**config.mk**
```make
export PLATFORM = sky130hd
export DESIGN_NAME = burn_phase_sequencer_flat
export DESIGN_NICKNAME = d
export VERILOG_FILES = /design/src/hw/rtl/bps_pkg.sv /design/src/hw/rtl/bps_if.sv /design/src/hw/rtl/bps_cfg_regs.sv /design/src/hw/rtl/bps_phase_fsm.sv /design/src/hw/rtl/burn_phase_sequencer.sv /design/src/flat_wrapper.sv
export SDC_FILE = /design/constraint.sdc
export NUM_CORES = 1
export LEC_CHECK = 0
export BUFFER_PORTS_ARGS = -buffer_cell sky130_fd_sc_hd__buf_2
export CAP_MARGIN = 0
export CORE_ASPECT_RATIO = 0.9
export CORE_UTILIZATION = 59
export CTS_BUF_LIST = sky130_fd_sc_hd__clkbuf_4
export DETAILED_ROUTE_END_ITERATION = 7
export PLACE_DENSITY_LB_ADDON = 0.08
export SLEW_MARGIN = 10
export SYNTH_ARGS = -nofsm -noshare
export SYNTH_HDL_FRONTEND = slang
export SYNTH_SLANG_ARGS = --single-unit
```
**constraint.sdc**
```tcl
create_clock -name i_clk -period 5.42 [get_ports i_clk]
set_clock_uncertainty 0.05 [all_clocks]
set_input_delay 0 -clock i_clk [delete_from_list [all_inputs] [get_ports i_clk]]
set_output_delay 0 -clock i_clk [all_outputs]
set_load 0.005 [all_outputs]
```
**src/hw/rtl/bps_pkg.sv**
```systemverilog
// Package of the burn phase sequencer: phase and status codes, command and
// register index codes, configuration and item structs, flap saturation.
// No dependencies.
package bps_pkg;

    typedef enum logic [2:0] {
        PH_ESTOP   = 3'd0,
        PH_STOP    = 3'd1,
        PH_START   = 3'd2,
        PH_BURN    = 3'd3,
        PH_BURNOUT = 3'd4,
        PH_GLOW    = 3'd5,
        PH_VENT    = 3'd6
    } t_phase;

    typedef enum logic [1:0] {
        ST_STOPPED  = 2'd0,
        ST_STARTING = 2'd1,
        ST_BURNING  = 2'd2,
        ST_LOWFUEL  = 2'd3
    } t_status;

    localparam logic [2:0] MODE_START   = 3'd1;
    localparam logic [2:0] MODE_STOP    = 3'd2;
    localparam logic [2:0] MODE_RESTART = 3'd3;
    localparam logic [2:0] MODE_ESTOP   = 3'd4;

    localparam logic [2:0] CFG_START_TIMEOUT   = 3'd0;
    localparam logic [2:0] CFG_MIN_BURN_TEMP   = 3'd1;
    localparam logic [2:0] CFG_BURNOUT_TEMP    = 3'd2;
    localparam logic [2:0] CFG_BURNOUT_TIMEOUT = 3'd3;
    localparam logic [2:0] CFG_GLOW_TEMP       = 3'd4;
    localparam logic [2:0] CFG_BURNOUT_FLAP    = 3'd5;
    localparam logic [2:0] CFG_GLOW_TIMEOUT    = 3'd6;
    localparam logic [2:0] CFG_GLOW_FLAP       = 3'd7;

    localparam logic [9:0]  FLAP_MAX   = 10'd1000;
    localparam logic [9:0]  FLAP_START = 10'd100;
    localparam logic [13:0] TIMER_MAX  = 14'd16383;
    localparam logic [13:0] HYST_LOW   = 14'd30;
    localparam logic [13:0] HYST_HIGH  = 14'd100;

    typedef struct packed {
        logic [7:0]  start_timeout_min;
        logic [12:0] min_burn_temp;
        logic [12:0] burnout_temp;
        logic [7:0]  burnout_timeout_min;
        logic [12:0] glow_temp;
        logic [9:0]  burnout_flap;
        logic [7:0]  glow_timeout;
        logic [9:0]  glow_flap;
    } t_cfg;

    typedef struct packed {
        logic [12:0] flue_temp;
        logic        door_open;
        logic        sensor_ok;
        logic [2:0]  mode;
        logic [9:0]  regulator_flap;
    } t_tick;

    typedef struct packed {
        logic [9:0] primary_flap;
        logic [2:0] phase_code;
        logic [1:0] burn_status;
        logic       regulator_reset;
    } t_result;

    function automatic logic [9:0] sat_flap(input logic [9:0] v);
        return (v > FLAP_MAX) ? FLAP_MAX : v;
    endfunction

endpackage

```
**src/hw/rtl/bps_if.sv**
```systemverilog
// Channel interfaces of the burn phase sequencer: tick words in, result words
// out, and the configuration write channel. No dependencies.
interface bps_tick_if;
    logic        valid;
    logic        ready;
    logic [12:0] flue_temp;
    logic        door_open;
    logic        sensor_ok;
    logic [2:0]  mode;
    logic [9:0]  regulator_flap;

    modport source (output valid, flue_temp, door_open, sensor_ok, mode, regulator_flap,
                    input ready);
    modport sink   (input valid, flue_temp, door_open, sensor_ok, mode, regulator_flap,
                    output ready);
endinterface

interface bps_result_if;
    logic       valid;
    logic       ready;
    logic [9:0] primary_flap;
    logic [2:0] phase_code;
    logic [1:0] burn_status;
    logic       regulator_reset;

    modport source (output valid, primary_flap, phase_code, burn_status, regulator_reset,
                    input ready);
    modport sink   (input valid, primary_flap, phase_code, burn_status, regulator_reset,
                    output ready);
endinterface

interface bps_cfg_if;
    logic        valid;
    logic        ready;
    logic [2:0]  index;
    logic [12:0] data;

    modport source (output valid, index, data, input ready);
    modport sink   (input valid, index, data, output ready);
endinterface

```
**src/hw/rtl/bps_cfg_regs.sv**
```systemverilog
// Configuration register file of the burn phase sequencer.
// Depends on bps_pkg.
module bps_cfg_regs (
    input  logic          i_clk,
    input  logic          i_rst_n,
    input  logic          i_wr_en,
    input  logic [2:0]    i_wr_index,
    input  logic [12:0]   i_wr_data,
    output bps_pkg::t_cfg o_cfg
);

    bps_pkg::t_cfg r_cfg;

    always_ff @(posedge i_clk) begin
        if (!i_rst_n) begin
            r_cfg.start_timeout_min   <= 8'd30;
            r_cfg.min_burn_temp       <= 13'd900;
            r_cfg.burnout_temp        <= 13'd800;
            r_cfg.burnout_timeout_min <= 8'd20;
            r_cfg.glow_temp           <= 13'd600;
            r_cfg.burnout_flap        <= 10'd15;
            r_cfg.glow_timeout        <= 8'd10;
            r_cfg.glow_flap           <= 10'd10;
        end else if (i_wr_en) begin
            unique case (i_wr_index)
                bps_pkg::CFG_START_TIMEOUT:   r_cfg.start_timeout_min   <= i_wr_data[7:0];
                bps_pkg::CFG_MIN_BURN_TEMP:   r_cfg.min_burn_temp       <= i_wr_data;
                bps_pkg::CFG_BURNOUT_TEMP:    r_cfg.burnout_temp        <= i_wr_data;
                bps_pkg::CFG_BURNOUT_TIMEOUT: r_cfg.burnout_timeout_min <= i_wr_data[7:0];
                bps_pkg::CFG_GLOW_TEMP:       r_cfg.glow_temp           <= i_wr_data;
                bps_pkg::CFG_BURNOUT_FLAP:    r_cfg.burnout_flap        <= i_wr_data[9:0];
                bps_pkg::CFG_GLOW_TIMEOUT:    r_cfg.glow_timeout        <= i_wr_data[7:0];
                bps_pkg::CFG_GLOW_FLAP:       r_cfg.glow_flap           <= i_wr_data[9:0];
                default: ;
            endcase
        end
    end

    assign o_cfg = r_cfg;

endmodule

```
**src/hw/rtl/bps_phase_fsm.sv**
```systemverilog
// Phase state machine of the burn phase sequencer: phase, status, flags,
// the two countdown timers and the held flap. Depends on bps_pkg.
module bps_phase_fsm #(
    parameter int TICKS_PER_UNIT   = 60,
    parameter int VENT_TIMEOUT_MIN = 1
) (
    input  logic             i_clk,
    input  logic             i_rst_n,
    input  logic             i_step,
    input  bps_pkg::t_tick   i_tick,
    input  bps_pkg::t_cfg    i_cfg,
    output bps_pkg::t_result o_result
);

    localparam int ProdBits = $clog2(255 * TICKS_PER_UNIT + 1);
    localparam int LoadW    = (ProdBits > 14) ? ProdBits : 14;
    localparam int VentRaw  = VENT_TIMEOUT_MIN * TICKS_PER_UNIT;
    localparam logic [13:0] VentLoad = (VentRaw > 16383) ? 14'd16383 : 14'(VentRaw);

    function automatic logic [13:0] load_time(input logic [7:0] units);
        logic [LoadW-1:0] prod;
        prod = LoadW'(units) * LoadW'(TICKS_PER_UNIT);
        return (prod > LoadW'(bps_pkg::TIMER_MAX)) ? bps_pkg::TIMER_MAX : prod[13:0];
    endfunction

    bps_pkg::t_phase  r_phase,   n_phase;
    bps_pkg::t_status r_status,  n_status;
    logic             r_init,    n_init;
    logic             r_started, n_started;
    logic             r_restart, n_restart;
    logic [13:0]      r_ptimer,  n_ptimer;
    logic [13:0]      r_ltimer,  n_ltimer;
    logic [9:0]       r_flap,    n_flap;
    logic             n_pulse;

    logic [13:0] temp_w;
    logic [13:0] start_load;
    logic [13:0] burnout_load;
    logic [13:0] glow_load;
    logic [9:0]  reg_flap;

    assign temp_w       = {1'b0, i_tick.flue_temp};
    assign start_load   = load_time(i_cfg.start_timeout_min);
    assign burnout_load = load_time(i_cfg.burnout_timeout_min);
    assign glow_load    = load_time(i_cfg.glow_timeout);
    assign reg_flap     = bps_pkg::sat_flap(i_tick.regulator_flap);

    always_comb begin
        n_phase   = r_phase;
        n_status  = r_status;
        n_init    = r_init;
        n_started = r_started;
        n_restart = r_restart;
        n_ltimer  = r_ltimer;
        n_flap    = r_flap;
        n_pulse   = 1'b0;
        n_ptimer  = (r_ptimer != 14'd0) ? r_ptimer - 14'd1 : r_ptimer;

        // Command first, then one step of the phase logic.
        unique case (i_tick.mode)
            bps_pkg::MODE_START: begin
                if (r_phase != bps_pkg::PH_ESTOP) begin
                    n_status  = bps_pkg::ST_STARTING;
                    n_phase   = bps_pkg::PH_START;
                    n_started = 1'b1;
                    n_init    = 1'b1;
                end
            end
            bps_pkg::MODE_STOP: begin
                n_flap    = bps_pkg::FLAP_START;
                n_init    = 1'b0;
                n_status  = bps_pkg::ST_STOPPED;
                n_phase   = bps_pkg::PH_STOP;
                n_started = 1'b0;
            end
            bps_pkg::MODE_RESTART: n_restart = 1'b1;
            bps_pkg::MODE_ESTOP:   n_phase = bps_pkg::PH_ESTOP;
            default: ;
        endcase

        if (i_tick.door_open) begin
            n_flap = 10'd0;
        end else begin
            unique case (n_phase)
                bps_pkg::PH_ESTOP: begin
                    n_flap   = 10'd0;
                    n_init   = 1'b0;
                    n_status = bps_pkg::ST_STOPPED;
                    if (n_restart) begin
                        n_restart = 1'b0;
                        if (n_started) begin
                            n_status = bps_pkg::ST_STARTING;
                            n_phase  = bps_pkg::PH_START;
                            n_init   = 1'b1;
                        end else begin
                            n_phase = bps_pkg::PH_STOP;
                        end
                    end
                end
                bps_pkg::PH_START: begin
                    // A faulty sensor keeps the phase waiting in its init step.
                    if (!(n_init && !i_tick.sensor_ok)) begin
                        if (n_init) begin
                            n_ptimer = start_load;
                            n_status = bps_pkg::ST_STARTING;
                            n_init   = 1'b0;
                        end
                        n_flap = bps_pkg::FLAP_START;
                        if (n_ptimer == 14'd0 || i_tick.flue_temp >= i_cfg.min_burn_temp) begin
                            n_phase = bps_pkg::PH_BURN;
                            n_init  = 1'b1;
                        end
                    end
                end
                bps_pkg::PH_BURN: begin
                    if (n_init) begin
                        n_init   = 1'b0;
                        n_status = bps_pkg::ST_BURNING;
                        n_ltimer = burnout_load;
                        n_pulse  = 1'b1;
                    end
                    if (temp_w > {1'b0, i_cfg.burnout_temp} + bps_pkg::HYST_LOW) begin
                        n_ltimer = burnout_load;
                    end
                    if (i_tick.flue_temp < i_cfg.burnout_temp && n_ltimer != 14'd0) begin
                        n_ltimer = n_ltimer - 14'd1;
                    end
                    if (n_ltimer == 14'd0) begin
                        n_phase = bps_pkg::PH_BURNOUT;
                        n_init  = 1'b1;
                    end else begin
                        n_flap = reg_flap;
                    end
                end
                bps_pkg::PH_BURNOUT: begin
                    if (n_init) begin
                        n_init   = 1'b0;
                        n_status = bps_pkg::ST_LOWFUEL;
                        n_ltimer = burnout_load;
                    end
                    n_flap = bps_pkg::sat_flap(i_cfg.burnout_flap);
                    if (i_tick.flue_temp > i_cfg.min_burn_temp) begin
                        n_phase = bps_pkg::PH_BURN;
                        n_init  = 1'b1;
                    end
                    if (temp_w > {1'b0, i_cfg.glow_temp} + bps_pkg::HYST_LOW) begin
                        n_ltimer = burnout_load;
                    end
                    if (i_tick.flue_temp < i_cfg.glow_temp && n_ltimer != 14'd0) begin
                        n_ltimer = n_ltimer - 14'd1;
                    end
                    if (n_ltimer == 14'd0) begin
                        n_phase = bps_pkg::PH_GLOW;
                        n_init  = 1'b1;
                    end
                end
                bps_pkg::PH_GLOW: begin
                    if (n_init) begin
                        n_ptimer = glow_load;
                        n_init   = 1'b0;
                        n_status = bps_pkg::ST_BURNING;
                    end
                    n_flap = bps_pkg::sat_flap(i_cfg.glow_flap);
                    if (n_ptimer == 14'd0) begin
                        n_phase = bps_pkg::PH_VENT;
                        n_init  = 1'b1;
                    end else if (temp_w > {1'b0, i_cfg.glow_temp} + bps_pkg::HYST_HIGH) begin
                        n_phase = bps_pkg::PH_BURNOUT;
                        n_init  = 1'b1;
                    end
                end
                bps_pkg::PH_VENT: begin
                    if (n_init) begin
                        n_ptimer = VentLoad;
                        n_init   = 1'b0;
                        n_status = bps_pkg::ST_STOPPED;
                    end
                    n_flap = bps_pkg::FLAP_MAX;
                    if (n_ptimer == 14'd0) begin
                        n_phase = bps_pkg::PH_STOP;
                        n_init  = 1'b0;
                    end
                end
                default: begin
                    // Stop phase, and any code without a phase of its own.
                    n_phase  = bps_pkg::PH_STOP;
                    n_flap   = 10'd0;
                    n_init   = 1'b0;
                    n_status = bps_pkg::ST_STOPPED;
                end
            endcase
        end
    end

    always_ff @(posedge i_clk) begin
        if (!i_rst_n) begin
            r_phase   <= bps_pkg::PH_STOP;
            r_status  <= bps_pkg::ST_STOPPED;
            r_init    <= 1'b0;
            r_started <= 1'b0;
            r_restart <= 1'b0;
            r_ptimer  <= 14'd0;
            r_ltimer  <= 14'd0;
            r_flap    <= 10'd0;
        end else if (i_step) begin
            r_phase   <= n_phase;
            r_status  <= n_status;
            r_init    <= n_init;
            r_started <= n_started;
            r_restart <= n_restart;
            r_ptimer  <= n_ptimer;
            r_ltimer  <= n_ltimer;
            r_flap    <= n_flap;
        end
    end

    assign o_result.primary_flap    = n_flap;
    assign o_result.phase_code      = n_phase;
    assign o_result.burn_status     = n_status;
    assign o_result.regulator_reset = n_pulse;

endmodule

```
**src/hw/rtl/burn_phase_sequencer.sv**
```systemverilog
// Top level of the burn phase sequencer: input word register, phase state
// machine, result register. Depends on bps_pkg, bps_if, bps_cfg_regs and
// bps_phase_fsm.
//
// Usage: one tick word per one-second tick enters on i_tick (flue temperature,
// door and sensor state, command, regulator flap demand). Each word yields
// exactly one result word on o_result (flap command, phase, status and the
// regulator reset pulse). Configuration registers are written through i_cfg,
// which is always ready; write them only while no word is in flight.
// From acceptance, a tick word waits in the input register while the phase
// logic works on it, and the result register takes the outcome once it is
// free or emptying, whereupon the result is valid. Throughput is one word per
// cycle while the receiver takes every result, set by the single pass of the
// phase logic from the input register to the result register.
// A stalled receiver holds the result register; the input register still
// takes one more word, after which i_tick.ready drops until the result is
// taken. Synchronous reset puts the block in the stop phase with both timers
// at zero, the flap closed and the configuration at its default values.
module burn_phase_sequencer #(
    parameter int TICKS_PER_UNIT   = 60,
    parameter int VENT_TIMEOUT_MIN = 1
) (
    input  logic           i_clk,
    input  logic           i_rst_n,
    bps_tick_if.sink       i_tick,
    bps_cfg_if.sink        i_cfg,
    bps_result_if.source   o_result
);

    bps_pkg::t_cfg    cfg;
    bps_pkg::t_result fsm_result;

    logic             r_in_valid;
    bps_pkg::t_tick   r_in;
    logic             r_out_valid;
    bps_pkg::t_result r_out;
    logic             step;

    assign i_cfg.ready = 1'b1;

    bps_cfg_regs u_cfg_regs (
        .i_clk      (i_clk),
        .i_rst_n    (i_rst_n),
        .i_wr_en    (i_cfg.valid),
        .i_wr_index (i_cfg.index),
        .i_wr_data  (i_cfg.data),
        .o_cfg      (cfg)
    );

    // The held word moves on whenever the result register is free or emptying.
    assign step         = r_in_valid && (!r_out_valid || o_result.ready);
    assign i_tick.ready = !r_in_valid || step;

    always_ff @(posedge i_clk) begin
        if (!i_rst_n) begin
            r_in_valid <= 1'b0;
        end else if (i_tick.ready) begin
            r_in_valid <= i_tick.valid;
        end
    end

    always_ff @(posedge i_clk) begin
        if (i_tick.valid && i_tick.ready) begin
            r_in.flue_temp      <= i_tick.flue_temp;
            r_in.door_open      <= i_tick.door_open;
            r_in.sensor_ok      <= i_tick.sensor_ok;
            r_in.mode           <= i_tick.mode;
            r_in.regulator_flap <= i_tick.regulator_flap;
        end
    end

    bps_phase_fsm #(
        .TICKS_PER_UNIT   (TICKS_PER_UNIT),
        .VENT_TIMEOUT_MIN (VENT_TIMEOUT_MIN)
    ) u_phase_fsm (
        .i_clk    (i_clk),
        .i_rst_n  (i_rst_n),
        .i_step   (step),
        .i_tick   (r_in),
        .i_cfg    (cfg),
        .o_result (fsm_result)
    );

    always_ff @(posedge i_clk) begin
        if (!i_rst_n) begin
            r_out_valid <= 1'b0;
        end else if (step) begin
            r_out_valid <= 1'b1;
        end else if (o_result.ready) begin
            r_out_valid <= 1'b0;
        end
    end

    always_ff @(posedge i_clk) begin
        if (step) begin
            r_out <= fsm_result;
        end
    end

    assign o_result.valid           = r_out_valid;
    assign o_result.primary_flap    = r_out.primary_flap;
    assign o_result.phase_code      = r_out.phase_code;
    assign o_result.burn_status     = r_out.burn_status;
    assign o_result.regulator_reset = r_out.regulator_reset;

endmodule

```
**src/flat_wrapper.sv**
```systemverilog
// flat-port wrapper written by rule: the top's interface ports become plain ports
module burn_phase_sequencer_flat 
#(
    parameter int TICKS_PER_UNIT   = 60,
    parameter int VENT_TIMEOUT_MIN = 1
)
  (i_clk, i_rst_n, i_tick_valid, i_tick_flue_temp, i_tick_door_open, i_tick_sensor_ok, i_tick_mode, i_tick_regulator_flap, i_tick_ready, i_cfg_valid, i_cfg_index, i_cfg_data, i_cfg_ready, o_result_valid, o_result_primary_flap, o_result_phase_code, o_result_burn_status, o_result_regulator_reset, o_result_ready);
  bps_tick_if i_tick_i ();
  bps_cfg_if i_cfg_i ();
  bps_result_if o_result_i ();
  input  logic i_clk;
  input  logic i_rst_n;
  input wire logic [$bits(i_tick_i.valid)-1:0] i_tick_valid;
  input wire logic [$bits(i_tick_i.flue_temp)-1:0] i_tick_flue_temp;
  input wire logic [$bits(i_tick_i.door_open)-1:0] i_tick_door_open;
  input wire logic [$bits(i_tick_i.sensor_ok)-1:0] i_tick_sensor_ok;
  input wire logic [$bits(i_tick_i.mode)-1:0] i_tick_mode;
  input wire logic [$bits(i_tick_i.regulator_flap)-1:0] i_tick_regulator_flap;
  output wire logic [$bits(i_tick_i.ready)-1:0] i_tick_ready;
  input wire logic [$bits(i_cfg_i.valid)-1:0] i_cfg_valid;
  input wire logic [$bits(i_cfg_i.index)-1:0] i_cfg_index;
  input wire logic [$bits(i_cfg_i.data)-1:0] i_cfg_data;
  output wire logic [$bits(i_cfg_i.ready)-1:0] i_cfg_ready;
  output wire logic [$bits(o_result_i.valid)-1:0] o_result_valid;
  output wire logic [$bits(o_result_i.primary_flap)-1:0] o_result_primary_flap;
  output wire logic [$bits(o_result_i.phase_code)-1:0] o_result_phase_code;
  output wire logic [$bits(o_result_i.burn_status)-1:0] o_result_burn_status;
  output wire logic [$bits(o_result_i.regulator_reset)-1:0] o_result_regulator_reset;
  input wire logic [$bits(o_result_i.ready)-1:0] o_result_ready;
  assign i_tick_i.valid = i_tick_valid;
  assign i_tick_i.flue_temp = i_tick_flue_temp;
  assign i_tick_i.door_open = i_tick_door_open;
  assign i_tick_i.sensor_ok = i_tick_sensor_ok;
  assign i_tick_i.mode = i_tick_mode;
  assign i_tick_i.regulator_flap = i_tick_regulator_flap;
  assign i_tick_ready = i_tick_i.ready;
  assign i_cfg_i.valid = i_cfg_valid;
  assign i_cfg_i.index = i_cfg_index;
  assign i_cfg_i.data = i_cfg_data;
  assign i_cfg_ready = i_cfg_i.ready;
  assign o_result_valid = o_result_i.valid;
  assign o_result_primary_flap = o_result_i.primary_flap;
  assign o_result_phase_code = o_result_i.phase_code;
  assign o_result_burn_status = o_result_i.burn_status;
  assign o_result_regulator_reset = o_result_i.regulator_reset;
  assign o_result_i.ready = o_result_ready;
  burn_phase_sequencer #(.TICKS_PER_UNIT(TICKS_PER_UNIT), .VENT_TIMEOUT_MIN(VENT_TIMEOUT_MIN)) u_core (.i_clk(i_clk), .i_rst_n(i_rst_n), .i_tick(i_tick_i), .i_cfg(i_cfg_i), .o_result(o_result_i));
endmodule
```
Yosys cells after proc, flatten, opt, wreduce, memory -nomap -nowiden
Index checks and enable logic that the tools add are counted.
- flip-flop bits (word level): 175
- bits of input ports: 49
- logic and storage cells: 187
- add/subtract/negate cells: 6
- multipliers: 3
- order comparisons: 13
- equality and inequality tests: 16
- muxes and demuxes: 85
- bitwise gates (word level): 2
- reductions and logical operators: 35
- operators by type and width (operator ; number):
    $mux W14 ; 29
    $logic_not A14 Y1 ; 5
    $mux W10 ; 7
    $pmux W10 S5 ; 1
    $gt A13 B14 Y1 ; 3
    $gt A14 B14 Y1 const B ; 3
    $pmux W14 S3 ; 1
    $reduce_bool A14 Y1 ; 3
    $sub A14 B1 Y14 const B ; 3
    $mul A8 B4 Y12 const B ; 3
    $mux W3 ; 11
    $gt A10 B10 Y1 const B ; 3
    $add A13 B5 Y14 const B ; 2
    $pmux W14 S2 ; 1
    $lt A13 B13 Y1 ; 2
    $eq A3 B3 Y1 const B ; 8
    $mux W1 ; 20
    $eq A3 B2 Y1 const B ; 6
    $pmux W3 S6 ; 1
    $mux W2 ; 8
    $reduce_and A2 Y1 ; 8
    $add A13 B7 Y14 const B ; 1
    $ge A13 B13 Y1 ; 1
    $gt A13 B13 Y1 ; 1
    other kinds (15) ; 29

Longest topological paths before layout
Gate-level depths: netlist of the first run.
- depth in word-level cells: 16
- depth in mapped cells: 30
- gate-level depth less buffers: 27

Hierarchy
A second synthesis of the first run with hierarchy kept.
- cell total of the unflattened synthesis: 1758
- area total of the unflattened synthesis: 15018.2 µm²
- by module, submodules not included (module ; instances ; cells each ; area an instance (µm²) ; seq. area each (µm²)):
    bps_phase_fsm ; 1 ; 1393 ; 10353.7 ; 920.9
    bps_cfg_regs ; 1 ; 310 ; 3228.1 ; 1661.6
    burn_phase_sequencer ; 1 ; 55 ; 1436.4 ; 1361.3

Worst setup path before layout of the first run
Ideal clock, no wire load.
- path kind: reg2reg
- start point: register u_core.u_cfg_regs.r_cfg (netlist bit u_core.u_cfg_regs.o_cfg[30])
- end point: register u_core.r_out (netlist bit u_core.o_result.phase_code[1]) (data pin)
- setup time: 254 ps
- data arrival time: 5575 ps
- required time: 5116 ps
- path slack: -458 ps
- cell stages (with the launch flop): 29
- buffers on the path: 5
- cells stage by stage: dfxtp_1 -> inv_1 -> ha_1 -> nor3b_1 -> nor4_1 -> nand3_1 -> xnor2_1 -> ha_1 -> nand4_1 -> o21bai_1 -> a211o_1 -> o21ai_0 -> and2_1 -> clkbuf_1 -> clkbuf_1 -> buf_1 -> nand2_1 -> ha_1 -> and4_1 -> nand2_1 -> o21a_1 -> clkbuf_1 -> and2_1 -> clkbuf_1 -> a32oi_1 -> nor4b_1 -> and2_1 -> o221ai_1 -> a21o_1
- RTL lines (what ; line ; RTL):
    start, declared ; bps_cfg_regs.sv:12 ; bps_pkg::t_cfg r_cfg;
    end signal, assigned ; burn_phase_sequencer.sv:96 ; r_out <= fsm_result;
    end, declared ; burn_phase_sequencer.sv:36 ; bps_pkg::t_result r_out;

==> results of run 1 <==
state kept, by name, summed over array words and instances (netlist names):
name	cells
u_core.o_result.burn_status	2
u_core.u_phase_fsm.r_started	1
u_core.o_result.phase_code	3
u_core.o_result.valid	1
u_core.u_cfg_regs.o_cfg	83
u_core.o_result.primary_flap	10
u_core.r_in_valid	1
u_core.u_phase_fsm.r_phase	3
u_core.u_phase_fsm.r_status	2
u_core.u_phase_fsm.r_ptimer	14
u_core.o_result.regulator_reset	1
u_core.r_in	28
u_core.u_phase_fsm.r_restart	1
u_core.u_phase_fsm.r_ltimer	14
u_core.u_phase_fsm.r_init	1
u_core.u_phase_fsm.r_flap	10
final timing paths:
kind                                endpoint                          from  slack, ns
max          u_core.o_result.primary_flap[2]   u_core.u_cfg_regs.o_cfg[42]       0.14
min                          u_core.r_in[10]                i_tick_mode[0]       0.04
max reg2reg  u_core.o_result.primary_flap[2]   u_core.u_cfg_regs.o_cfg[42]       0.14
min reg2reg     u_core.u_phase_fsm.r_flap[8]  u_core.u_phase_fsm.r_flap[8]       0.42
area by class of cell:
cell class | count | area [sq um] | area share [%]
Sequential cell | 175 | 3970 | 23.5
Multi-Input combinational cell | 1508 | 10400 | 61.5
Clock buffer | 18 | 135 | 0.802
Clock inverter | 14 | 118 | 0.698
Tap cell | 308 | 385 | 2.29
Inverter | 84 | 315 | 1.87
Antenna cell | 2 | 5.00 | 0.0297
Timing Repair Buffer | 212 | 1570 | 9.31
routing by layer:
metal	track usage (%)	routed length [um]	up-vias
li1	-	-	6966
met1	50.2	20200	7116
met2	60.9	21800	805
met3	6.62	4660	138
met4	14.2	1800	0
met5	0	0	-
report_power, final:
| group | internal, mW | switching [mW] | total [mW] |
|---|---|---|---|
| sequential | 1.39 | 0.0653 | 1.45 |
| clock | 0.230 | 0.500 | 0.730 |
| combinational | 0.558 | 0.833 | 1.39 |
through the flow:
step	instances	TNS, ns	utilization, %	cell area, sq um	hold WS (ns)
6_report	2321	0	69.3	16800	0.0354
5_1_grt	2321	-0.404	69.3	16800	0.0155
4_1_cts	2305	0	67.7	16500	0.000524
3_5_place_dp	2220	-0.448	64.4	15700	0.128
3_3_place_gp	2220	0	64.4	15700	0.126
2_1_floorplan	1864	-0.0167	-	14700	0.0489
critical path, cell delays in order (launching register included):
cell and delay [ns]:
sky130_fd_sc_hd__dfxtp_2 0.38, sky130_fd_sc_hd__fa_1 0.51, sky130_fd_sc_hd__fa_1 0.54, sky130_fd_sc_hd__inv_1 0.06, sky130_fd_sc_hd__fa_1 0.49, sky130_fd_sc_hd__nand2b_1 0.22
sky130_fd_sc_hd__a211oi_2 0.22, sky130_fd_sc_hd__a31oi_2 0.09, sky130_fd_sc_hd__a211oi_4 0.30, sky130_fd_sc_hd__nand4_4 0.21, sky130_fd_sc_hd__a22o_1 0.32, sky130_fd_sc_hd__and4_4 0.19
sky130_fd_sc_hd__or4_4 0.55, sky130_fd_sc_hd__a211oi_4 0.31, sky130_fd_sc_hd__and2_4 0.23, sky130_fd_sc_hd__mux2_4 0.32, sky130_fd_sc_hd__a41oi_2 0.13
cells in the final DEF, fill, tap and decap left out, types with 17 or more instances in the layout:
cell type                       instances
sky130_fd_sc_hd__dfxtp_1              120
sky130_fd_sc_hd__nand3_1               82
sky130_fd_sc_hd__nor2b_1               20
sky130_fd_sc_hd__buf_4                 93
sky130_fd_sc_hd__o21ai_0               70
sky130_fd_sc_hd__inv_1                 79
sky130_fd_sc_hd__nor3_1                45
sky130_fd_sc_hd__xnor2_1               54
sky130_fd_sc_hd__a31oi_1               17
sky130_fd_sc_hd__buf_2                 66
sky130_fd_sc_hd__dlygate4sd3_1         52
sky130_fd_sc_hd__edfxtp_1              44
sky130_fd_sc_hd__nand2b_1              22
sky130_fd_sc_hd__nand4_1               24
sky130_fd_sc_hd__ha_1                 122
sky130_fd_sc_hd__a21o_1                23
sky130_fd_sc_hd__a21oi_1              174
sky130_fd_sc_hd__o211ai_1              32
sky130_fd_sc_hd__nand2_1              288
sky130_fd_sc_hd__nor2_1               140
sky130_fd_sc_hd__xor2_1                19
sky130_fd_sc_hd__fa_1                  39
sky130_fd_sc_hd__clkbuf_4              18
sky130_fd_sc_hd__nor4_1                20
kinds of logic after synthesis:
| logic type | Yosys count |
|---|---|
| AOI/OAI and AO/OA | 490 |
| adders and majority gates | 168 |
| xor gates and xnor gates | 77 |
| buffers and inverters | 181 |
| and+or+nand+nor | 755 |
| DFF | 175 |
| muxes | 17 |
| other | 1 |
repair_timing:
item	4_1_cts	5_1_grt
setup buffers	1	14
pin swaps	1	34
setup endpoints to repair	11	28
resized for setup	8	73
hold buffers	52	0
hold endpoints to repair	133	0
==> results_tabular.tex, run 1 <==
\begin{tabular}{lr}
\hline
Metric & Value \\
\hline
\multicolumn{2}{l}{\textbf{Pwr}} \\
\quad Max rail drop VDD & 0.213 mV \\
\quad P per Cell Area & 212 nW/um\^{}2 \\
\quad Total power after layout & 3.57 mW \\
\quad Leakage & 6.70 nW \\
\multicolumn{2}{l}{\textbf{Placed design}} \\
\quad Post-detail-place hpwl & 35.0 mm \\
\quad Setup Slack @ Placement & -0.119 ns \\
\quad Last weighted congestion value of the routability-driven placer & 1.04 \\
\quad Number of I/O port buffers & 66 \\
\multicolumn{2}{l}{\textbf{Drt}} \\
\quad Initial DRC Count & 1753 \\
\quad Average detailed-routed wire length per instance & 20.9 um \\
\quad Total detailed-routing wirelength & 48.4 mm \\
\quad Number of vias after detailed routing & 15000 \\
\quad Per-cell via count in the routed design & 6.47 \\
\quad DRC & 1 \\
\quad First-pass detailed-route iteration total & 8 \\
\quad Remaining number of nets flagged by the antenna check after routing & 0 \\
\multicolumn{2}{l}{\textbf{STA}} \\
\quad Setup repair after global routing missed its margin & true \\
\quad Number of pins with negative max-slew slack in the final report & 0 \\
\quad Final Cycle Share & 97.4\% \\
\quad Timing-limited maximum frequency & 189 MHz \\
\quad Max-slew headroom & 23.0\% \\
\quad Post-layout min period & 5.28 ns \\
\quad Final count of hold timing violations & 0 \\
\quad Worst Max-Slew Pin Slew & 1.15 ns \\
\quad Final setup vio count & 0 \\
\quad Smallest setup slack after layout & 0.143 ns \\
\multicolumn{2}{l}{\textbf{Yosys}} \\
\quad Share of async-settable or async-resettable flops after synthesis & 0\% \\
\quad Fraction of the mapped netlist area in compound gates & 21.8\% \\
\quad Combinational family with the most area after synthesis & simple AND/OR/NAND/NOR gates \\
\quad Syn Std Cell Area & 14700 sq um \\
\quad Warning count from the yosys run & 0 \\
\quad Mean Syn Cell Area & 7.89 sq um \\
\quad Main area contributors after synthesis & sky130\_fd\_sc\_hd\_\_dfxtp\_1, sky130\_fd\_sc\_hd\_\_ha\_1, sky130\_fd\_sc\_hd\_\_edfxtp\_1 \\
\quad Mux share of post-synthesis cell area & 1.18\% \\
\quad Share of the synthesized area in the top cell type & 17.8\% \\
\quad Sequential cell area fraction in the yosys report & 26.8\% \\
\quad Top cell types by occurrence after synthesis & sky130\_fd\_sc\_hd\_\_nand2\_1, sky130\_fd\_sc\_hd\_\_a21oi\_1, sky130\_fd\_sc\_hd\_\_nor2\_1 \\
\quad Post-Syn Instances & 1864 \\
\quad Synthesized net count & 2081 \\
\quad Synthesized flop and latch total & 175 \\
\quad Most frequent cell after synthesis & sky130\_fd\_sc\_hd\_\_nand2\_1 \\
\quad Count of unique library cells instantiated by Yosys & 92 \\
\quad Most instantiated flip-flop cell in the synthesis netlist & sky130\_fd\_sc\_hd\_\_dfxtp\_1 \\
\quad Area share of fa/ha/maj cells after synthesis & 16.3\% \\
\quad Post-synthesis xor/xnor area fraction & 4.69\% \\
\quad Area fraction in and, or, nand and nor cells after synthesis & 24.3\% \\
\quad Most area-hungry cell type in the Yosys netlist & sky130\_fd\_sc\_hd\_\_dfxtp\_1 \\
\quad Number of flops mapped to enable cells by yosys & 44 \\
\multicolumn{2}{l}{\textbf{Critical path}} \\
\quad Data required time of the critical path & 5.82 ns \\
\quad Critical Path Fanout Max & 7 \\
\quad Sort of element at the start of the critical path & flop \\
\quad Type of the worst setup path & reg -> reg \\
\quad Worst EP arrival & 5.68 ns \\
\quad Number of cells on the worst reg-to-reg path & 16 \\
\quad Kind of end point of the critical path & flop \\
\multicolumn{2}{l}{\textbf{Global routing}} \\
\quad Total congestion overflow after global routing & 0 \\
\quad Largest net degree at the start of global routing & 86 \\
\quad Vias in the first global route & 13900 \\
\quad Total global-route track usage & 37.6\% \\
\quad Wire length of the first global-routing pass & 74.3 mm \\
\quad Number of antenna violations at the first check in global routing & 1 \\
\multicolumn{2}{l}{\textbf{Worst hold path}} \\
\quad Class of the tightest hold or removal check & in -> reg \\
\quad Cell count of the worst hold path & 2 \\
\multicolumn{2}{l}{\textbf{Outcome}} \\
\quad Failing checks & DRC \\
\quad Status & finished, violations left \\
\multicolumn{2}{l}{\textbf{Die}} \\
\quad I/O pin count & 68 \\
\quad Effective utilization at floorplan & 60.5\% \\
\quad Area of the core & 24300 sq um \\
\quad Number of placement rows & 54 \\
\quad Die H & 152 um \\
\quad Die boundary width & 168 um \\
\quad Die outline area & 25600 sq um \\
\multicolumn{2}{l}{\textbf{Clock network}} \\
\quad Register clock-pin slew on the reported worst setup and hold paths & 0.16 ns \\
\quad Clock buffers created by TritonCTS & 17 \\
\quad Cell at the root of the clock tree & sky130\_fd\_sc\_hd\_\_clkbuf\_4 \\
\quad Latest clock arrival within the worst-skew pair & 0.62 ns \\
\quad CTS H-Tree Depth & 4 \\
\quad Largest buffer count on any clock path & 2 \\
\quad Clock tree from TritonCTS & yes \\
\quad CTS Sinks & 175 \\
\multicolumn{2}{l}{\textbf{Layout}} \\
\quad Synth-to-Final Area Change & 14.6\% \\
\quad Fraction of layout instances using a drive strength above 1 & 15.1\% \\
\quad Nets & 2215 \\
\quad Number of filler instances in the final layout & 2001 \\
\multicolumn{2}{l}{\textbf{Flow run}} \\
\quad Max-capacitance violation count & 0 \\
\hline
\end{tabular}
Power figures use the tool's default switching activity.
==> run 2: changes to the inputs <==
--- a/config.mk
+++ b/config.mk
@@ -6,10 +6,10 @@
 export NUM_CORES = 1
 export LEC_CHECK = 0
-export BUFFER_PORTS_ARGS = -buffer_cell sky130_fd_sc_hd__buf_2
 export CAP_MARGIN = 0
 export CORE_ASPECT_RATIO = 0.9
-export CORE_UTILIZATION = 59
+export CORE_UTILIZATION = 61
 export CTS_BUF_LIST = sky130_fd_sc_hd__clkbuf_4
 export DETAILED_ROUTE_END_ITERATION = 7
+export DONT_BUFFER_PORTS = 1
 export PLACE_DENSITY_LB_ADDON = 0.08
 export SLEW_MARGIN = 10
--- a/constraint.sdc
+++ b/constraint.sdc
@@ -3,3 +3,3 @@
 set_input_delay 0 -clock i_clk [delete_from_list [all_inputs] [get_ports i_clk]]
 set_output_delay 0 -clock i_clk [all_outputs]
-set_load 0.005 [all_outputs]
+set_load 0.02 [all_outputs]
==> run 2 against run 1 <==
Compared with the run above: the run still ends with DRC left; setup slack worse by 0.032 ns; count of clock-buffer cells in the layout fell by 1; wire length grew 1.4%; cell count is 1.3% lower; global-route usage grew 1.7 points; register-to-register slack got worse by 0.03 ns; critical path type unchanged.
==> results_tabular.tex, run 2 (synthesis results as in run 1) <==
\begin{tabular}{lr}
\hline
Metric & Value \\
\hline
\multicolumn{2}{l}{\textbf{Outcome}} \\
\quad Status & finished, violations left \\
\quad Failing checks & DRC \\
\multicolumn{2}{l}{\textbf{Layout}} \\
\quad Fraction of layout instances using a drive strength above 1 & 12.6\% \\
\quad Flip-flop and latch area & 3980 sq um \\
\quad Nets & 2191 \\
\quad Post-route cell area & 17000 sq um \\
\quad Most frequent cells in the layout & sky130\_fd\_sc\_hd\_\_nand2\_1, sky130\_fd\_sc\_hd\_\_a21oi\_1, sky130\_fd\_sc\_hd\_\_nor2\_1, sky130\_fd\_sc\_hd\_\_ha\_1, sky130\_fd\_sc\_hd\_\_dfxtp\_1 \\
\quad Number of standard cells in the layout, taps in and fillers out & 2290 \\
\quad Final core utilization & 72.4\% \\
\quad Number of filler instances in the final layout & 1839 \\
\quad Area of the multi-input gates & 10400 sq um \\
\quad Synth-to-Final Area Change & 15.6\% \\
\quad Most common cell after layout, fill and taps aside & sky130\_fd\_sc\_hd\_\_nand2\_1 \\
\quad Number of flip-flops in the largest register & 83 \\
\multicolumn{2}{l}{\textbf{Clock network}} \\
\quad Latest clock arrival within the worst-skew pair & 0.61 ns \\
\quad Register clock-pin slew on the reported worst setup and hold paths & 0.17 ns \\
\quad Clock tree from TritonCTS & yes \\
\quad Largest buffer count on any clock path & 2 \\
\quad Clock buffers created by TritonCTS & 17 \\
\quad CTS Sinks & 175 \\
\quad Cell at the root of the clock tree & sky130\_fd\_sc\_hd\_\_clkbuf\_4 \\
\quad CTS H-Tree Depth & 4 \\
\multicolumn{2}{l}{\textbf{STA}} \\
\quad Timing-limited maximum frequency & 188 MHz \\
\quad Post-Route Hold Slack & 0.0377 ns \\
\quad Smallest setup slack after layout & 0.111 ns \\
\quad Sum Neg Setup Slack & 0 ns \\
\quad Max-slew headroom & 25.1\% \\
\quad Number of pins with negative max-slew slack in the final report & 0 \\
\quad Final setup vio count & 0 \\
\quad Final count of hold timing violations & 0 \\
\quad Setup repair after global routing missed its margin & true \\
\quad Post-layout min period & 5.31 ns \\
\quad Worst Max-Slew Pin Slew & 1.12 ns \\
\quad Final Cycle Share & 98.0\% \\
\multicolumn{2}{l}{\textbf{Placed design}} \\
\quad Cells after DPL & 2145 \\
\quad Post-detail-place hpwl & 34.8 mm \\
\quad Cell Area, Placed & 15300 sq um \\
\quad Setup Slack @ Placement & -0.349 ns \\
\quad Number of I/O port buffers & 0 \\
\quad Last weighted congestion value of the routability-driven placer & 1.03 \\
\multicolumn{2}{l}{\textbf{Critical path}} \\
\quad Buf/Inv on CP & 3 \\
\quad Number of cells on the worst reg-to-reg path & 25 \\
\quad Dominant delay contributor by cell family on the critical path & simple AND/OR/NAND/NOR gates \\
\quad Delay contributed by the slowest stage of the critical path & 0.45 ns \\
\quad Worst reg2reg startpoint & u\_core.u\_cfg\_regs.o\_cfg[53] \\
\quad Worst EP arrival & 5.77 ns \\
\quad Critical-path cell with the highest stage delay & sky130\_fd\_sc\_hd\_\_or4\_4 \\
\quad Type of the worst setup path & reg -> reg \\
\quad Crit path top cell by count & sky130\_fd\_sc\_hd\_\_nand2\_2 \\
\quad R2R setup slack & 0.11 ns \\
\quad Critical Path Fanout Max & 5 \\
\quad Sort of element at the start of the critical path & flop \\
\quad Data required time of the critical path & 5.89 ns \\
\quad Kind of end point of the critical path & flop \\
\quad Reg-to-Reg End & u\_core.u\_phase\_fsm.r\_phase[0] \\
\multicolumn{2}{l}{\textbf{Drt}} \\
\quad Initial DRC Count & 1859 \\
\quad DRC & 14 \\
\quad Average detailed-routed wire length per instance & 21.4 um \\
\quad Number of vias after detailed routing & 15000 \\
\quad Total detailed-routing wirelength & 49.1 mm \\
\quad Remaining number of nets flagged by the antenna check after routing & 0 \\
\quad First-pass detailed-route iteration total & 8 \\
\quad Per-cell via count in the routed design & 6.57 \\
\multicolumn{2}{l}{\textbf{Flow run}} \\
\quad Max-capacitance violation count & 0 \\
\multicolumn{2}{l}{\textbf{Pwr}} \\
\quad Switching power of the nets & 1.44 mW \\
\quad P per Cell Area & 210 nW/um\^{}2 \\
\quad Proportion of power drawn by the clock network & 20.5\% \\
\quad Total power after layout & 3.57 mW \\
\quad Internal cell power & 2.13 mW \\
\quad Max rail drop VDD & 0.134 mV \\
\quad Relative contribution of combinational cells to total power & 38.5\% \\
\quad Fraction of power consumed by sequential logic & 41.0\% \\
\quad Sw frac & 40.3\% \\
\quad Leakage & 6.61 nW \\
\multicolumn{2}{l}{\textbf{Die}} \\
\quad Die outline area & 24700 sq um \\
\quad Number of placement rows & 53 \\
\quad Die boundary width & 166 um \\
\quad I/O pin count & 68 \\
\quad Effective utilization at floorplan & 62.6\% \\
\quad Area of the core & 23500 sq um \\
\quad Die H & 149 um \\
\multicolumn{2}{l}{\textbf{Worst hold path}} \\
\quad Cell count of the worst hold path & 3 \\
\quad Class of the tightest hold or removal check & in -> reg \\
\quad Worst Min Path Start & i\_tick\_valid \\
\quad Min-Delay Endpoint & u\_core.r\_in\_valid \\
\multicolumn{2}{l}{\textbf{Global routing}} \\
\quad Total global-route track usage & 39.3\% \\
\quad Largest net degree at the start of global routing & 78 \\
\quad Total congestion overflow after global routing & 0 \\
\quad Vias in the first global route & 14200 \\
\quad Wire length of the first global-routing pass & 76.6 mm \\
\quad Number of antenna violations at the first check in global routing & 1 \\
\hline
\end{tabular}
-- run 2: worst max path at each step --
stage                           startpoint                         endpoint  slack (ns)  depth (start not counted)
4_1_cts        u_core.u_cfg_regs.o_cfg[50]  u_core.o_result.primary_flap[2]       0.002                         25
6_report       u_core.u_cfg_regs.o_cfg[53]    u_core.u_phase_fsm.r_phase[0]        0.11                         25
5_1_grt        u_core.u_cfg_regs.o_cfg[53]    u_core.u_phase_fsm.r_phase[0]       -0.09                         25
2_1_floorplan  u_core.u_cfg_regs.o_cfg[30]    u_core.o_result.phase_code[1]       -0.02                         28
3_5_place_dp   u_core.u_cfg_regs.o_cfg[29]    u_core.o_result.phase_code[1]       -0.35                         27
3_3_place_gp   u_core.u_cfg_regs.o_cfg[30]    u_core.o_result.phase_code[1]       -0.05                         28
-- run 2: final cells by class --
| class | count | area share (%) |
|---|---|---|
| Antenna cell | 1 | 0.0147 |
| Clock buffer | 17 | 0.751 |
| Inverter | 84 | 1.85 |
| Multi-Input combinational cell | 1509 | 61.2 |
| Sequential cell | 175 | 23.4 |
| Tap cell | 302 | 2.22 |
| Clock inverter | 15 | 0.795 |
| Timing Repair Buffer | 187 | 9.76 |
-- run 2: power by group through the flow --
stage / clock network (mW) / registers, mW / logic [mW]
after global routing: 0.774 / 1.47 / 1.49
after detailed placement: 0 / 1.49 / 1.20
final: 0.732 / 1.46 / 1.38
after floorplan: 0 / 1.46 / 0.911
after CTS: 0.736 / 1.46 / 1.29
after global placement: 0 / 1.49 / 1.19
-- run 2: what timing repair did --
item,4_1_cts,5_1_grt
cloned,0,1
hold endpoints to repair,143,0
endpoints found under the setup margin,12,29
pin swaps,3,47
hold buffers,92,0
buffers inserted,1,18
resized for setup,9,87
-- run 2: worst reg2reg max path, stage by stage (launching register included) --
cell and delay (ns):
sky130_fd_sc_hd__dfxtp_4 0.38, sky130_fd_sc_hd__buf_4 0.14, sky130_fd_sc_hd__nor2_1 0.21, sky130_fd_sc_hd__nand2_2 0.13, sky130_fd_sc_hd__xnor2_1 0.22, sky130_fd_sc_hd__ha_1 0.29
sky130_fd_sc_hd__nand4_1 0.18, sky130_fd_sc_hd__o221ai_1 0.21, sky130_fd_sc_hd__a21oi_1 0.28, sky130_fd_sc_hd__a21oi_2 0.13, sky130_fd_sc_hd__nor2_4 0.17, sky130_fd_sc_hd__nand2_2 0.11
sky130_fd_sc_hd__ha_4 0.19, sky130_fd_sc_hd__and3b_2 0.21, sky130_fd_sc_hd__nand2_2 0.10, sky130_fd_sc_hd__nor3_4 0.05, sky130_fd_sc_hd__a21oi_2 0.22, sky130_fd_sc_hd__buf_4 0.17
sky130_fd_sc_hd__o211ai_1 0.10, sky130_fd_sc_hd__xor2_1 0.20, sky130_fd_sc_hd__or4_4 0.45, sky130_fd_sc_hd__a211oi_4 0.26, sky130_fd_sc_hd__buf_6 0.16, sky130_fd_sc_hd__a21oi_4 0.10
sky130_fd_sc_hd__nand4b_1 0.23, sky130_fd_sc_hd__a221o_1 0.31
-- run 2: routing by layer --
metal	vias to the layer above	wire (um)	share of wire [%]	track usage (%)
met5	-	0	0	0
met4	0	1890	3.9	15.8
met3	158	5150	10	8.60
met2	877	21900	45	62.8
met1	7069	20200	41	51.8
li1	6931	-	-	-
